[config.mk]
export PLATFORM = sky130hd
export DESIGN_NAME = csu_controller
export DESIGN_NICKNAME = d
export VERILOG_FILES = /design/src/csu_pkg.sv /design/src/csu_controller.sv
export SDC_FILE = /design/constraint.sdc
export NUM_CORES = 1
export LEC_CHECK = 0
export BUFFER_PORTS_ARGS = -buffer_cell sky130_fd_sc_hd__buf_2
export CORE_MARGIN = 4
export CORE_UTILIZATION = 44
export CTS_CLUSTER_DIAMETER = 60
export DETAILED_ROUTE_END_ITERATION = 16
export GPL_TIMING_DRIVEN = 0
export PLACE_DENSITY = 0.75
export SYNTH_ARGS = -nofsm -noshare
export SYNTH_HDL_FRONTEND = slang
export SYNTH_SLANG_ARGS = --single-unit
[constraint.sdc]
create_clock -name clock -period 1.5 [get_ports clock]
set_input_delay 0.075 -clock clock [delete_from_list [all_inputs] [get_ports clock]]
set_output_delay 0.075 -clock clock [all_outputs]
set_load 0.02 [all_outputs]
[src/csu_pkg.sv]
package csu_pkg;

   // Accumulator and arithmetic widths
   localparam int ACC_W   = 48;   // dot and norm sums
   localparam int LIMB_W  = 32;   // multiplier operand width
   localparam int PROD_W  = 64;   // multiplier product width
   localparam int DEN_W   = 96;   // norm_a * norm_b
   localparam int WIDE_W  = 128;  // comparison width
   localparam int SCORE_W = 16;
   localparam int MAG_W   = 16;   // score magnitude, 0 .. 32768
   localparam int BIT_W   = 4;    // index of the magnitude bit under test
   localparam int STEP_W  = 2;    // partial product index

   localparam logic [SCORE_W-1:0] SCORE_MAX = 16'h7FFF;
   localparam logic [SCORE_W-1:0] SCORE_MIN = 16'h8000;
   localparam logic [BIT_W-1:0]   TOP_BIT   = 4'd15;

   typedef enum logic [3:0] {
      ST_ACCUM,
      ST_FLUSH,
      ST_CHECK,
      ST_DEN_MUL,
      ST_DEN_ADD,
      ST_DEN_STORE,
      ST_DSQ_MUL,
      ST_DSQ_ADD,
      ST_DSQ_STORE,
      ST_ODD_MUL,
      ST_ODD_STORE,
      ST_LHS_MUL,
      ST_LHS_ADD,
      ST_COMPARE,
      ST_FINISH,
      ST_OUTPUT
   } state_type;

   typedef enum logic [1:0] {
      MUL_DEN,   // norm_a limb * norm_b limb
      MUL_DSQ,   // |dot| limb * |dot| limb
      MUL_ODD,   // (2m-1) squared
      MUL_LHS    // denominator limb * (2m-1)^2
   } mul_sel_type;

   typedef struct packed {
      logic              take_item;
      logic              clear_sums;
      logic              load_mag;
      logic              clear_acc;
      logic              acc_add;
      logic [1:0]        shift;
      mul_sel_type       mul_sel;
      logic [STEP_W-1:0] step;
      logic              load_den;
      logic              load_rhs;
      logic              load_k;
      logic              clear_m;
      logic              test;
      logic [BIT_W-1:0]  bit_idx;
      logic              load_zero_result;
      logic              load_score_result;
   } dp_cmd_type;

   typedef struct packed {
      logic norm_zero;
      logic pass;
   } dp_status_type;

endpackage

[src/csu_controller.sv]
module csu_controller import csu_pkg::*; (
   input  logic          clock,
   input  logic          reset,
   input  logic          req_valid,
   input  logic          req_last_pair,
   input  logic          rsp_stall,
   input  dp_status_type status,
   output logic          req_stall,
   output logic          rsp_valid,
   output dp_cmd_type    cmd
);

   state_type         state_ff, state_in;
   logic [STEP_W-1:0] step_ff, step_in;
   logic [BIT_W-1:0]  bit_ff, bit_in;

   always_ff @(posedge clock) begin
      if (reset) begin
         state_ff <= ST_ACCUM;
         step_ff  <= '0;
         bit_ff   <= '0;
      end else begin
         state_ff <= state_in;
         step_ff  <= step_in;
         bit_ff   <= bit_in;
      end
   end

   always_comb begin
      state_in    = state_ff;
      step_in     = step_ff;
      bit_in      = bit_ff;
      cmd         = '0;
      cmd.mul_sel = MUL_DEN;
      cmd.step    = step_ff;
      cmd.bit_idx = bit_ff;
      req_stall   = 1'b1;
      rsp_valid   = 1'b0;
      case (state_ff)
         ST_ACCUM: begin
            req_stall     = 1'b0;
            cmd.take_item = req_valid;
            if (req_valid && req_last_pair) begin
               state_in = ST_FLUSH;
            end
         end
         ST_FLUSH: begin
            state_in = ST_CHECK;
         end
         ST_CHECK: begin
            if (status.norm_zero) begin
               cmd.load_zero_result = 1'b1;
               state_in             = ST_OUTPUT;
            end else begin
               cmd.load_mag  = 1'b1;
               cmd.clear_acc = 1'b1;
               step_in       = '0;
               state_in      = ST_DEN_MUL;
            end
         end
         ST_DEN_MUL: begin
            cmd.mul_sel = MUL_DEN;
            state_in    = ST_DEN_ADD;
         end
         ST_DEN_ADD: begin
            cmd.acc_add = 1'b1;
            cmd.shift   = {1'b0, step_ff[1]} + {1'b0, step_ff[0]};
            if (step_ff == 2'd3) begin
               state_in = ST_DEN_STORE;
            end else begin
               step_in  = step_ff + 2'd1;
               state_in = ST_DEN_MUL;
            end
         end
         ST_DEN_STORE: begin
            cmd.load_den  = 1'b1;
            cmd.clear_acc = 1'b1;
            step_in       = '0;
            state_in      = ST_DSQ_MUL;
         end
         ST_DSQ_MUL: begin
            cmd.mul_sel = MUL_DSQ;
            state_in    = ST_DSQ_ADD;
         end
         ST_DSQ_ADD: begin
            cmd.acc_add = 1'b1;
            cmd.shift   = {1'b0, step_ff[1]} + {1'b0, step_ff[0]};
            if (step_ff == 2'd3) begin
               state_in = ST_DSQ_STORE;
            end else begin
               step_in  = step_ff + 2'd1;
               state_in = ST_DSQ_MUL;
            end
         end
         ST_DSQ_STORE: begin
            cmd.load_rhs = 1'b1;
            cmd.clear_m  = 1'b1;
            bit_in       = TOP_BIT;
            state_in     = ST_ODD_MUL;
         end
         ST_ODD_MUL: begin
            cmd.mul_sel = MUL_ODD;
            state_in    = ST_ODD_STORE;
         end
         ST_ODD_STORE: begin
            cmd.load_k    = 1'b1;
            cmd.clear_acc = 1'b1;
            step_in       = '0;
            state_in      = ST_LHS_MUL;
         end
         ST_LHS_MUL: begin
            cmd.mul_sel = MUL_LHS;
            state_in    = ST_LHS_ADD;
         end
         ST_LHS_ADD: begin
            cmd.acc_add = 1'b1;
            cmd.shift   = step_ff;
            if (step_ff == 2'd2) begin
               state_in = ST_COMPARE;
            end else begin
               step_in  = step_ff + 2'd1;
               state_in = ST_LHS_MUL;
            end
         end
         ST_COMPARE: begin
            cmd.test = 1'b1;
            // full-scale magnitude ends the search at once
            if ((bit_ff == TOP_BIT && status.pass) || bit_ff == '0) begin
               state_in = ST_FINISH;
            end else begin
               bit_in   = bit_ff - 1'b1;
               state_in = ST_ODD_MUL;
            end
         end
         ST_FINISH: begin
            cmd.load_score_result = 1'b1;
            state_in              = ST_OUTPUT;
         end
         ST_OUTPUT: begin
            rsp_valid = 1'b1;
            if (!rsp_stall) begin
               cmd.clear_sums = 1'b1;
               state_in       = ST_ACCUM;
            end
         end
         default: begin
            state_in = ST_ACCUM;
         end
      endcase
   end

endmodule

==> results of run 1 <==
==> worst max path at each step <==
stage          cells past startpoint                        to                     start
2_1_floorplan                      6  state_ff[2]$_SDFFE_PP0P_    bit_ff[0]$_SDFFE_PP0P_
3_3_place_gp                       5   step_ff[0]$_SDFFE_PP0P_   step_ff[0]$_SDFFE_PP0P_
3_5_place_dp                       5   step_ff[0]$_SDFFE_PP0P_   step_ff[0]$_SDFFE_PP0P_
4_1_cts                            6                   cmd[16]  state_ff[1]$_SDFFE_PP0P_
5_1_grt                            6                   cmd[16]  state_ff[0]$_SDFFE_PP0P_
6_report                           6                   cmd[15]  state_ff[0]$_SDFFE_PP0P_
==> flip-flops by register name (all words and copies together), names as in the netlist <==
signal and cells:
state_ff 4, step_ff 2, bit_ff 4
==> per-layer routing <==
metal  global-route usage, %  wire (um)
met1                   23.93       1138
met2                   36.57       1499
met3                   4.274        177
met4                   4.255         61
met5                       0          0
==> cell families (layout without fill, tap and decap cells) <==
logic type      count (synthesis)  after routing  share of synthesized area [%]
mux                             1              1                          1.280
simple gates                   53             53                          33.57
xor+xnor                        1              1                         0.9959
fa+ha+maj                       4              4                          5.690
buf+inv                        18             62                          10.24
flops                          10             10                          22.76
compound gates                 32             32                          25.46
==> power groups by stage <==
stage               combinational, mW  clock (mW)  sequential (mW)
global placement                0.767           0            0.353
detailed placement              0.787           0            0.357
floorplan                       0.572           0            0.370
finish                           1.02       0.251            0.374
global route                     1.10       0.262            0.379
CTS                             0.919       0.242            0.359
==> cell usage after synthesis (2+ instances only) <==
library cell,n
o211ai_1,2
nand2_1,9
buf_4,2
nand4_1,2
inv_1,8
buf_2,6
a211oi_1,2
o32ai_1,2
nand2b_1,5
nor2b_1,5
o22ai_1,2
a21oi_1,7
o21ai_0,4
a22oi_1,2
and3_1,4
nand4b_1,3
nor3_1,2
ha_1,4
dfxtp_1,10
nor2_1,14
nor3b_1,3
==> stage by stage <==
step / TNS [ns] / std cells
2_1_floorplan: 0 / 119
3_3_place_gp: -0.04193 / 174
3_5_place_dp: -0.2863 / 174
4_1_cts: -0.1689 / 184
5_1_grt: -0.8304 / 188
6_report: -0.2101 / 188
==> what timing repair did <==
action | CTS | global route
gates resized for setup | 20 | 21
hold endpoints to repair | 0 | 0
pin swaps | 9 | 9
setup endpoints to repair | 15 | 17
setup buffers | 6 | 5
hold buffers | 0 | 0
==> area by class of cell <==
cell class / count / area (sq um)
buffer: 9 / 57.56
clock buffer: 4 / 36.28
fill: 151 / 500.5
inverter: 8 / 32.53
multi-input combinational: 91 / 676.9
sequential: 10 / 214.0
tap: 25 / 31.28
timing repair buffer: 41 / 252.7
==> worst max-delay path, cell delays in order, from the launching register on <==
cell and delay, ns:
dfxtp_2 0.33, buf_6 0.13, or2_4 0.25, a21oi_4 0.14, a22oi_1 0.10, nor2b_1 0.12, buf_4 0.15
==> qor.yml, run 1 <==
yosys_warnings: 0
num_vias: 1073
ys.flop_type: "dfxtp_1"
drv_cap: 0
hold_viol: 0
grt_max_degree: 11
period_needed_ns: 1.573
grtUsageTotal_pct: 20.15
die_h_um: 52.71
yosys.area.top_type: "dfxtp_1"
hold_path_class: "input pin to flop"
drt_wl_total_um: 2876
finalNetCount: 175
required_ns: 1.42
diodes: 0
fin_ws_ns: -0.07348
synth.net_count: 130
power_density_nw_per_um2: 1266
fp.dieW_um: 52.71
max_slew_margin_pct: 67.10
violations: "negative setup slack"
rows: 15
drc: 0
regToRegSetupSlack_ns: -0.03
fp.dieArea_sq_um: 2778
avgRoutedWirePerCell_um: 15.30
num_io_pins: 31
postLayoutCoreUtil_pct: 72.22
place_area_sq_um: 1061
min_period_over_period_pct: 104.9
synth_area_sq_um: 879.6
r2r_start: "bit_ff[0]$_SDFFE_PP0P_"
worstMarginPinSlew_ns: 0.4935
drive_gt1_share_pct: 49.08
drtIter0Drc: 28
final_cell_mix: "buf_2 (29), buf_4 (16), nor2_1 (13)"
numCtsBuffers: 3
antenna_found_initial: 0
coreArea_sq_um: 1802
synth-async-reset-ratio_pct: 0
hold_depth: 3
maxClockFrequency_ghz: 0.6355
grt_overflow: 0
clkSinkCount: 10
maxSlewViolCount: 0
synth_edf_count: 0
whs_ns: 0.1291
seq_power_share_pct: 22.7
synth_top_area_share_pct: 22.76
ys_seq_elements: 10
clock-root-buffer: "clkbuf_4"
crit_arrival_ns: 1.50
min_to: "state_ff[1]$_SDFFE_PP0P_"
dpl_worst_slack_ns: -0.07104
clkTransAtPathRegs_ns: 0.08
firstDrtPassIters: 4
syn_inst: 119
vias_per_cell: 5.707
grt_pass1_vias: 985
avgSynthCellArea_sq_um: 7.392
outcome: "finished with violations"
htreeDepth: 1
clockBufferDepth: 2
reg2reg_to: "bit_ff[1]$_SDFFE_PP0P_"
combPwrFrac_pct: 62.0
crit_type: "flop to output pin"
rsz0062_at_grt: "yes"
setup-violations-final: 4
ys_types: 42
p_int_mw: 0.9165
area_delta_synth_final_pct: 47.94
dp_hpwl_um: 1877
ys_seq_area_share_pct: 22.76
grt_pass1_wl_um: 4209
clock_latency_ns: 0.28
io_buffers: 30
min_from: "reset"
p_clk_share_pct: 15.2
ant_nets: 0
switchingPower_mw: 0.7306
initial_utilization_pct: 48.82
power_leakage_nw: 0.6014
place_congestion: 0.8734
ir_worst_vdd_uv: 1062
finalClockSkew_ns: 0.01514
end_kind: "output pin"
worstPathMaxFanout: 8
final_common_cell: "buf_2"
cts_tree: "done"
r2r.worst_path.cells: 6
power.total_mw: 1.647
p_sw_share_pct: 44.35
cp-start-kind: "flop"
synthTopCellsByArea: "dfxtp_1 (23%), nor2_1 (6.0%), ha_1 (5.7%)"
final_area_sq_um: 1301
Note: power is estimated with default switching activity, not from simulation.
==> run 2, diff against run 1 <==
- GPL_TIMING_DRIVEN: 0 -> 1
==> qor.yml, run 2 (synthesis gave the netlist of run 1 again) <==
outcome: "completed"
rows: 15
firstDrtPassIters: 5
dpl_worst_slack_ns: -0.008258
grtUsageMet1_pct: 23.43
cts_tree: "done"
area_delta_synth_final_pct: 50.36
grt_pass1_vias: 928
slowest_stage: "dfxtp_4"
clkTransAtPathRegs_ns: 0.08
power_leakage_nw: 0.5939
vias_per_cell: 5.831
ir_worst_vdd_uv: 828.4
drt_wl_total_um: 2760
min_period_over_period_pct: 99.89
clock_latency_ns: 0.27
clockBufferDepth: 2
met2_usage_pct: 32.02
required_ns: 1.42
hold_viol: 0
grt_pass1_wl_um: 3898
multi_input_area_sq_um: 664.4
setup-violations-final: 0
grtUsageTotal_pct: 18.69
cp-start-kind: "flop"
met3_usage_pct: 2.849
fill_cells: 143
r2r.worst_path.cells: 6
maxClockFrequency_ghz: 0.6674
min_to: "state_ff[2]$_SDFFE_PP0P_"
regToRegSetupSlack_ns: 0.05
slowest_delay_ns: 0.37
max_slew_margin_pct: 82.24
io_buffers: 30
worstMarginPinSlew_ns: 0.2637
die_h_um: 52.71
path_buf_inv: 1
r2r_start: "bit_ff[1]$_SDFFE_PP0P_"
final_cell_mix: "buf_2 (25), buf_4 (22), nor2_1 (13)"
rsz0062_at_grt: "yes"
antenna_found_initial: 0
worstPathMaxFanout: 6
fp.dieW_um: 52.71
layoutNonFillerInstCount: 189
layout.area.seq_sq_um: 222.7
avgRoutedWirePerCell_um: 14.60
num_io_pins: 31
dp_hpwl_um: 1858
path_cells: "or2_4 -> a21oi_4 -> a22oi_1 -> nor2b_1 -> buf_4"
drive_gt1_share_pct: 50.61
fin_tns_setup_ns: 0
top_regs: "bit_ff: 4 flops, state_ff: 4 flops, step_ff: 2 flops"
fin_ws_ns: 0.001673
htreeDepth: 1
whs_ns: 0.1128
dp_cells: 178
fp.dieArea_sq_um: 2778
min_from: "reset"
hold_path_class: "input pin to flop"
ant_nets: 0
crit_type: "flop to output pin"
finalNetCount: 176
coreArea_sq_um: 1802
crit_arrival_ns: 1.42
period_needed_ns: 1.498
clkSinkCount: 10
critPathTopFamily: "simple AND/OR/NAND/NOR gates"
grt_overflow: 0
maxSlewViolCount: 0
drtIter0Drc: 59
grt_max_degree: 15
power_density_nw_per_um2: 1267
diodes: 0
busiest_layer: "met2"
drv_cap: 0
numCtsBuffers: 3
initial_utilization_pct: 48.82
drc: 0
cts_hold_buf: 0
final_common_cell: "buf_2"
num_vias: 1102
hold_depth: 2
end_kind: "output pin"
finalClockSkew_ns: 0.002301
place_congestion: 0.8023
reg2reg_to: "state_ff[2]$_SDFFE_PP0P_"
clock-root-buffer: "clkbuf_4"
==> run 2: changes by cell type in the layout (fill, tap and decap cells not counted), sizes merged <==
cell / change
buf: +2
clkbuf: -1
==> run 2: layout make-up <==
cell class | instances | share of cell area [%]
clock buffer | 4 | 2.744
inverter | 8 | 2.271
multi-input combinational | 91 | 50.24
sequential | 10 | 16.84
tap | 25 | 2.365
timing repair buffer | 51 | 25.54
==> run 2: per-layer routing <==
| metal | wire, um | vias up |
|---|---|---|
| met5 | 0 | - |
| met4 | 42 | 0 |
| met3 | 243 | 10 |
| met2 | 1300 | 76 |
| met1 | 1174 | 493 |
| li1 | - | 523 |
==> run 2: where the power goes <==
part / switching (mW) / internal [mW]
logic: 0.542 / 0.478
clock network: 0.107 / 0.147
registers: 0.0759 / 0.326
==> run 2: how the worst max path moves through the flow <==
stage	from	cells after the start	slack, ns	to
2_1_floorplan	bit_ff[0]$_SDFFE_PP0P_	6	0.002	state_ff[2]$_SDFFE_PP0P_
3_3_place_gp	step_ff[0]$_SDFFE_PP0P_	5	0.05	state_ff[2]$_SDFFE_PP0P_
3_5_place_dp	step_ff[0]$_SDFFE_PP0P_	5	-0.008	step_ff[0]$_SDFFE_PP0P_
4_1_cts	state_ff[1]$_SDFFE_PP0P_	5	0.003	cmd[15]
5_1_grt	state_ff[1]$_SDFFE_PP0P_	5	-0.06	cmd[15]
6_report	state_ff[1]$_SDFFE_PP0P_	5	0.002	cmd[16]
==> run 2: through the flow <==
step	total power [mW]	instance area, sq um	util, %
after floorplan	0.9415	879.6	-
after global placement	1.174	1119	62.08
after detailed placement	1.189	1119	62.08
after CTS	1.502	1192	66.18
after global routing	1.780	1323	73.40
final	1.676	1323	73.40
==> run 2: timing repair <==
action	4_1_cts	5_1_grt
gates resized for setup	11	29
hold endpoints to repair	0	0
setup endpoints to repair	8	15
gates cloned	0	0
pin swaps	1	11
buffers inserted	2	5
==> run 2: worst reg2reg max path, stage by stage, from the launching register on <==
cell      delay [ns]
dfxtp_2         0.33
inv_2           0.07
ha_4            0.13
or3b_4          0.40
nand4b_1        0.11
o211ai_1        0.12
a211oi_2        0.22
==> run 3, diff against run 2 <==
- CORE_ASPECT_RATIO: unset -> 1.25
==> qor.yml, run 3 (synthesis gave the netlist of run 1 again) <==
firstDrtPassIters: 6
hold_path_class: "input pin to flop"
place_area_sq_um: 1091
area_delta_synth_final_pct: 50.50
seq_power_share_pct: 23.7
antenna_found_initial: 0
min_to: "state_ff[2]$_SDFFE_PP0P_"
die_h_um: 57.99
hold_viol: 0
grt_pass1_wl_um: 3884
required_ns: 1.42
clock_latency_ns: 0.28
numCtsBuffers: 3
worstPathMaxFanout: 6
worstMarginPinSlew_ns: 0.2950
grt_overflow: 0
avgRoutedWirePerCell_um: 14.53
violations: "negative setup slack"
r2r_start: "state_ff[0]$_SDFFE_PP0P_"
p_sw_share_pct: 43.88
critPathTopFamily: "simple AND/OR/NAND/NOR gates"
grt_max_degree: 12
p_int_mw: 0.9409
grt_pass1_vias: 916
coreArea_sq_um: 1829
maxSlewViolCount: 0
num_vias: 1069
final_common_cell: "buf_2"
clkTransAtPathRegs_ns: 0.08
clkSinkCount: 10
ir_worst_vdd_uv: 679.1
period_needed_ns: 1.516
dp_cells: 171
power_leakage_nw: 0.6048
outcome: "finished with violations"
drive_gt1_share_pct: 51.83
cp-start-kind: "flop"
num_io_pins: 31
io_buffers: 30
reg2reg_to: "step_ff[1]$_SDFFE_PP0P_"
grtUsageTotal_pct: 18.78
cts_hold_buf: 0
maxClockFrequency_ghz: 0.6594
clockBufferDepth: 2
rsz0062_at_grt: "yes"
final_area_sq_um: 1324
fin_ws_ns: -0.01647
fp.dieW_um: 47.99
cp.depth: 5
fp.dieArea_sq_um: 2783
path_buf_inv: 1
hold_depth: 2
switchingPower_mw: 0.7357
max_slew_margin_pct: 80.13
cts_tree: "done"
power.total_mw: 1.677
htreeDepth: 1
crit_arrival_ns: 1.44
layoutNonFillerInstCount: 183
regToRegSetupSlack_ns: 0.03
place_congestion: 0.8663
ant_nets: 0
power_density_nw_per_um2: 1267
crit_type: "flop to output pin"
rows: 17
drv_cap: 0
clock-root-buffer: "clkbuf_4"
top_regs: "bit_ff: 4 flops, state_ff: 4 flops, step_ff: 2 flops"
finalClockSkew_ns: 0.001549
postLayoutCoreUtil_pct: 72.37
final_cell_mix: "buf_2 (26), buf_4 (20), nor2_1 (10)"
setup-violations-final: 1
p_clk_share_pct: 15.8
fin_tns_setup_ns: -0.01647
dp_hpwl_um: 1809
drt_wl_total_um: 2659
drtIter0Drc: 47
end_kind: "output pin"
dpl_worst_slack_ns: 0.01186
initial_utilization_pct: 48.08
min_from: "reset"
whs_ns: 0.09442
finalNetCount: 176
drc: 0
path_cells: "or2_4 -> a21oi_4 -> a22oi_1 -> nor2b_1 -> buf_4"
vias_per_cell: 5.842
combPwrFrac_pct: 60.5
slowest_stage: "dfxtp_4"
r2r.worst_path.cells: 6
diodes: 0
min_period_over_period_pct: 101.1
slowest_delay_ns: 0.37
## run 3: cell count changes in the layout (fill, tap and decap cells not counted), sizes merged
cell and change:
buf +1, clkbuf -1
## run 3: repair_timing
| action | in CTS | in global routing |
|---|---|---|
| setup buffers | 5 | 4 |
| endpoints found under the setup margin | 11 | 17 |
| gates resized for setup | 16 | 30 |
| pin swaps | 4 | 9 |
## run 3: worst max path at each step
stage                                   from                       end  slack (ns)
floorplan             bit_ff[0]$_SDFFE_PP0P_  state_ff[2]$_SDFFE_PP0P_       0.002
global placement     step_ff[0]$_SDFFE_PP0P_  state_ff[1]$_SDFFE_PP0P_        0.07
detailed placement    bit_ff[1]$_SDFFE_PP0P_    bit_ff[1]$_SDFFE_PP0P_        0.01
CTS                 state_ff[1]$_SDFFE_PP0P_                   cmd[15]      -0.005
global route        state_ff[0]$_SDFFE_PP0P_                   cmd[16]       -0.06
finish              state_ff[0]$_SDFFE_PP0P_                   cmd[15]       -0.02
## run 3: worst register-to-register path: cells and delay by family, from the launching register on
kind | cells | cell delay (ns)
simple gates | 1 | 0.24
flops | 1 | 0.37
buf+inv | 2 | 0.32
compound gates | 3 | 0.40
## run 3: metal layers
layer	vias up	share of wire, %	GRT usage (%)
met5	-	0	0
met1	494	39	22.72
li1	517	-	-
met3	7	6.0	3.106
met2	51	53	31.19
met4	0	2.0	8.077
## run 3: power by group through the flow
stage | Sequential [mW] | Combinational [mW] | Clock (mW)
6_report | 0.398 | 1.01 | 0.265
5_1_grt | 0.409 | 1.08 | 0.277
4_1_cts | 0.388 | 0.885 | 0.264
3_5_place_dp | 0.399 | 0.759 | 0
3_3_place_gp | 0.399 | 0.741 | 0
2_1_floorplan | 0.370 | 0.572 | 0
## run 3: final cells by class
class	instances	area, sq um
multi-input combinational	91	683.2
tap	19	23.77
inverter	8	30.03
clock buffer	4	36.28
fill	150	505.5
sequential	10	221.5
timing repair buffer	51	329.1
